File: src/rtl/gmb_pkg.sv
`timescale 1ns / 1ps
// Shared types and constants of the greedy meshlet builder.
// No dependencies; every other file imports it.
package gmb_pkg;

	localparam int CNT_W    = 9;   // counts and limits
	localparam int TAG_W    = 32;  // global vertex index
	localparam int CRD_W    = 32;  // Q16.16 coordinate
	localparam int SUM_W    = 40;  // per-axis coordinate sum
	localparam int SQ_W     = 66;  // squared distance, three axes summed
	localparam int ROOT_W   = 33;  // radius
	localparam int CFG_IDX_W = 2;

	localparam logic [CFG_IDX_W-1:0] CFG_VERTEX_LIMIT   = 2'd0;
	localparam logic [CFG_IDX_W-1:0] CFG_TRIANGLE_LIMIT = 2'd1;

	localparam logic [CNT_W-1:0] VL_RESET  = 9'd64;
	localparam logic [CNT_W-1:0] TL_RESET  = 9'd124;
	localparam logic [CNT_W-1:0] VL_FLOOR  = 9'd3;
	localparam logic [CNT_W-1:0] TL_FLOOR  = 9'd1;

	localparam logic [1:0] KIND_VERTEX = 2'd0;
	localparam logic [1:0] KIND_TRI    = 2'd1;
	localparam logic [1:0] KIND_DESC   = 2'd2;

	typedef struct packed {
		logic [TAG_W-1:0]        tag;
		logic signed [CRD_W-1:0] x;
		logic signed [CRD_W-1:0] y;
		logic signed [CRD_W-1:0] z;
	} corner_t;

	// One unit of work for the back end: a full triangle and/or a flush.
	typedef struct packed {
		corner_t [2:0] corner;
		logic          has_tri;
		logic          is_end;
	} job_t;

	typedef struct packed {
		logic [1:0]               kind;
		logic [31:0]              word_a;
		logic [31:0]              word_b;
		logic [CNT_W-1:0]         word_c;
		logic [CNT_W-1:0]         tri_total;
		logic signed [CRD_W-1:0]  cx;
		logic signed [CRD_W-1:0]  cy;
		logic signed [CRD_W-1:0]  cz;
		logic [ROOT_W-1:0]        radius;
		logic                     last;
	} rec_t;

endpackage

File: src/rtl/gmb_front.sv
`timescale 1ns / 1ps
// Front end: gathers corners into triangles and classifies flush requests.
// Depends on gmb_pkg.
module gmb_front (
	input  logic                  clk,
	input  logic                  arst_n,
	input  logic                  in_valid,
	output logic                  in_stall,
	input  logic [31:0]           vertex_index,
	input  logic signed [31:0]    pos_x,
	input  logic signed [31:0]    pos_y,
	input  logic signed [31:0]    pos_z,
	input  logic                  end_of_mesh,
	input  logic                  q_full,
	output logic                  q_push,
	output gmb_pkg::job_t         q_job
);
	import gmb_pkg::*;

	logic [1:0] held_q;
	corner_t    hold_q [2];
	corner_t    cur;
	logic       acc;

	assign in_stall = q_full;
	assign acc      = in_valid && !q_full;
	assign cur      = '{tag: vertex_index, x: pos_x, y: pos_y, z: pos_z};

	always_comb begin
		q_job.corner[0] = hold_q[0];
		q_job.corner[1] = hold_q[1];
		q_job.corner[2] = cur;
		q_job.has_tri   = (held_q == 2'd2);
		q_job.is_end    = end_of_mesh;
	end

	// push on the third corner, or on an end mark that drops a partial triangle
	assign q_push = acc && ((held_q == 2'd2) || end_of_mesh);

	always_ff @(posedge clk or negedge arst_n) begin
		if (!arst_n) begin
			held_q <= 2'd0;
		end else if (acc) begin
			if ((held_q == 2'd2) || end_of_mesh) begin
				held_q <= 2'd0;
			end else begin
				held_q <= held_q + 2'd1;
			end
		end
	end

	always_ff @(posedge clk) begin
		if (acc && held_q != 2'd2 && !end_of_mesh) begin
			hold_q[held_q[0]] <= cur;
		end
	end

endmodule

File: config.mk
export PLATFORM = sky130hd
export DESIGN_NAME = gmb_front
export DESIGN_NICKNAME = d
export VERILOG_FILES = /design/src/rtl/gmb_pkg.sv /design/src/rtl/gmb_front.sv
export SDC_FILE = /design/constraint.sdc
export NUM_CORES = 1
export LEC_CHECK = 0
export ABC_CLOCK_PERIOD_IN_PS = 8600
export BUFFER_PORTS_ARGS = -buffer_cell sky130_fd_sc_hd__clkbuf_2
export CORE_AREA = 2 2 201 203
export CTS_CLUSTER_SIZE = 14
export DETAILED_ROUTE_END_ITERATION = 8
export DIE_AREA = 0 0 203 205
export HOLD_SLACK_MARGIN = 0.03
export PLACE_DENSITY_LB_ADDON = 0.3
export SLEW_MARGIN = 10
export SYNTH_ARGS = -nofsm -noshare
export SYNTH_HDL_FRONTEND = slang
export SYNTH_SLANG_ARGS = --single-unit
File: constraint.sdc
create_clock -name clk -period 8.6 [get_ports clk]
set_clock_uncertainty 0.2 [all_clocks]
set_input_delay 1.72 -clock clk [delete_from_list [all_inputs] [get_ports clk]]
set_output_delay 1.72 -clock clk [all_outputs]
set_load 0.05 [all_outputs]
# Word level (Yosys, flattened, before mapping)
# Memory sizes are Yosys's and may differ from the RTL's.
# Index checks and enable logic that the tools add are counted.
[totals] ramBits=256 wordCells=15 n_memories=1 reg_bits=2 input_bits=133
[classes] n_mux=3 reduce_logical=7 n_addsub=1 eq_ne=2
[mem_list] memory="hold_q" words=2 width=128 rd=2 rd_clocked_by_memory_dff=0 wr=1 line_no="gmb_front.sv:21" source="corner_t hold_q [2];"
[op_table] op="$logic_and 1x1->1" n=4
[op_table] op="$add 2x1->2 const B" n=1
[op_table] op="$eq 2x2->1 const B" n=1
[op_table] op="$logic_not 1->1" n=2
[op_table] op="$mux 1" n=2
[op_table] op="$mux 2" n=1
[op_table] op="$ne 2x2->1 const B" n=1
[op_table] op="$logic_or 1x1->1" n=1

# Logic depth before layout (Yosys ltp)
[depth] depth_word=6 mapped_depth=4 ltp_nobuf=4

# Least setup slack after synthesis
# Ideal clock, no wire load.
[synth_timing] path_type="input -> register" from="in q_full" to="mem hold_q[0][0] (netlist bit) (enable)" t_arrival_ns=7.603 setup_slack_ns=0.180 stages=2 cell_sequence="or4b_4 nor2_1"
[synth_between] elab_chain_cells=6
[synth_lines] item="start: declaration" line_no="gmb_front.sv:14" source="input logic q_full,"
[synth_lines] item="$logic_not 1->1" line_no="gmb_front.sv:26" source="assign acc = in_valid && !q_full;"
[synth_lines] item="$logic_and 1x1->1" line_no="gmb_front.sv:26"
[synth_lines] item="$logic_and 1x1->1 (2 in a row)" line_no="gmb_front.sv:53" source="if (acc && held_q != 2'd2 && !end_of_mesh) begin"
[synth_lines] item="$mux 1" line_no="gmb_front.sv:53"
[synth_lines] item="$mux 1 (not written as such)" line_no="gmb_front.sv:54" source="hold_q[held_q[0]] <= cur;"
[synth_lines] item="end: declaration" line_no="gmb_front.sv:21"
# No other way between the ends.

# Final worst setup path
[layout_timing] from="in q_full" to="out q_push"
[layout_between] elab_chain_cells=3
[layout_lines] item="$logic_not 1->1" line_no="gmb_front.sv:26"
[layout_lines] item="$logic_and 1x1->1" line_no="gmb_front.sv:26"
[layout_lines] item="$logic_and 1x1->1" line_no="gmb_front.sv:38" source="assign q_push = acc && ((held_q == 2'd2) || end_of_mesh);"
[layout_lines] item="end: declaration" line_no="gmb_front.sv:15" source="output logic q_push,"
# No other way between the ends.

==> reports/summary.txt <==
GR Overflow Total: 0
leakage power: 5.02 nW
first-pass GRT wire length: 27.5 mm
cell-internal power: 2.25 mW
Initial Utilization: 22.3%
status: complete, no violations
CP Launch Type: primary input
Core Util, Final: 30.7%
Primary FF master, synth: edfxtp_1
row count: 73
GRT Max-Usage Layer: met2
Fin. Hold Viols: 0
top post-synthesis cells by count: 256 x edfxtp_1, 130 x buf_4, 4 x nor2_1, 2 x dfrtp_1
CP cell instances: clkbuf_2 -> nand2b_1 -> nor2_1 -> clkbuf_2
Seq/Total Area, Yosys: 88.0%
switching pwr: 0.787 mW
Final min period: 4.29 ns
num ports: 521
Placer Congestion: 0.756
slew at the pin closest to its max-slew limit: 0.920 ns
yosys warns: 0
CP required: 6.68 ns
P&R area growth vs syn: 37.3%
initial antenna violation count: 0
placed inst area: 11100 um^2
combinational group share of total power: 12.6%
switching part of the total: 25.9%
top cells by area, synth: edfxtp_1 87%, buf_4 11%, dfrtp_1 0.57%
vias in the first global route: 4465
die footprint: 41600 um^2
post-CTS setup buffers: 0
worst rel slew slack: 38.7%
GR Layer Usage met1: 10.2%
Critical Path AT: 2.37 ns
Clk pwr share: 39.9%
post-DP HPWL: 15.0 mm
Clock transition at path regs: 0.06 ns
Iter 0 DRT Violations: 220
Synth top area share: 87.4%
DR WL/cell: 14.8 um
share of layout cells above drive strength 1: 67.3%
Peak Freq: 233 MHz
clock sinks: 258
GRT Resource Usage Total: 8.76%
Post-synth EDFFs: 256
Avg Cell Area, Syn: 22.0 um^2
pwr/cell area: 251 nW/um^2
Clock Path Buffers: 3
Final #Nets: 957
CTS buffer count: 28
RSZ-0062 raised after global routing: false
Max stage delay on crit path: 0.28 ns
Final TNS setup: 0 ns
critical path class: primary input to output port
power share of the sequential group: 47.5%
diode count: 0
Synth Cell Area: 8790 um^2
Worst path most repeated cell: clkbuf_2
ANT nets after route: 0
Die H: 205 um
cts hold-fix bufs: 0
DR pass1 iterations: 4
Crit Path Max Fanout: 4
CTS root buffer: clkbuf_16
DRC: 0
# H-tree levels: 1
met2 usage: 15.5%
slowest CP cell: clkbuf_2
r2r setup slk: 5.63 ns
pin count of the biggest net entering global routing: 66
count of pins over their slew limit: 0
total number of vias: 4848
VDD IR max: 0.000242 V
syn_nets: 533
Min-Delay Path Class: flop to flop
Seq cells post-synth: 258
Post-CTS Resized: 0
insertion delay of the later-clocked pin in the worst-skew pair: 0.54 ns
core area: 39400 um^2
endpoint type of the worst setup path: output port
design area: 12100 um^2
period utilization: 49.9%
Yosys top cell by area: edfxtp_1
total wire length: 20.2 mm
routing usage on met3: 2.96%
Syn Inst Count: 399
port bufs: 520
CTS tree: yes
count leader, synth: edfxtp_1
maxcap violations: 0
Async SR Flop Fraction: 0.775%
vias per cell: 3.54
DIE WIDTH: 203 um
post-synth cell types: 11
Final setup viols: 0
-- cell families after synthesis --
group | after synthesis | synth area share (%)
simple gates | 7 | 0.484
fa+ha+maj | 1 | 0.142
compound gates | 1 | 0.0996
buf+inv | 131 | 11.1
flops | 258 | 88.0
mux | 1 | 0.114
-- registers in the layout, summed over array words and instances (netlist names) --
register  cells
held_q        2
hold_q      256
-- final timing paths --
path | depth (start not counted) | startpoint | endpoint
max | 4 | q_full | q_push
min | 1 | held_q[1]$_DFFE_PN0N_ | held_q[1]$_DFFE_PN0N_
max reg2reg | 5 | held_q[0]$_DFFE_PN0N_ | hold_q[0][59]$_DFFE_PP_
min reg2reg | 1 | held_q[1]$_DFFE_PN0N_ | held_q[1]$_DFFE_PN0N_
max in group asynchronous | 1 | arst_n | held_q[1]$_DFFE_PN0N_
min in group asynchronous | 1 | arst_n | held_q[0]$_DFFE_PN0N_
-- power by group through the flow --
stage | clock [mW] | sequential [mW] | combinational (mW)
2_1_floorplan | 0 | 1.59 | 0.188
3_3_place_gp | 0 | 1.47 | 0.387
3_5_place_dp | 0 | 1.47 | 0.387
4_1_cts | 1.25 | 1.44 | 0.387
5_1_grt | 1.30 | 1.44 | 0.398
6_report | 1.21 | 1.44 | 0.382
-- metrics by stage --
stage	cells	worst slack, ns	total power [mW]	hold WS, ns
after floorplan	399	0.180	1.78	0.260
after global placement	1318	4.28	1.85	0.276
after detailed placement	1318	4.31	1.85	0.288
after CTS	1369	4.30	3.08	0.301
after global routing	1369	4.25	3.15	0.318
final	1369	4.31	3.03	0.306
-- critical path: cells and delay by family --
| kind | cells | cell delay (ns) |
|---|---|---|
| buffers and inverters | 2 | 0.38 |
| and+or+nand+nor | 2 | 0.26 |
-- layout by cell type, fill, tap and decap left out, types with 3 or more instances in the layout --
cell | Yosys | final
buf_4 | 130 | 4
bufinv_16 | 0 | 5
clkbuf_1 | 0 | 6
clkbuf_16 | 0 | 28
clkbuf_2 | 0 | 520
clkinv_1 | 0 | 4
clkinv_2 | 0 | 3
clkinvlp_4 | 0 | 3
edfxtp_1 | 256 | 256
-- layer usage --
metal	share of wire, %	wire length, um	vias up
li1	-	-	2226
met1	38	7700	2326
met2	52	10500	267
met3	8.1	1640	29
met4	2.0	411	0
met5	0	0	-
-- final cells by class --
class	count	area (um^2)
clock buffers	34	723
clock inverters	17	228
fillers	3919	27300
inverters	1	3.75
multi-input cells	10	88.8
flip-flops and latches	258	7740
well taps	525	657
repair buffers	524	2630
Note: power is estimated with default switching activity, not from simulation.
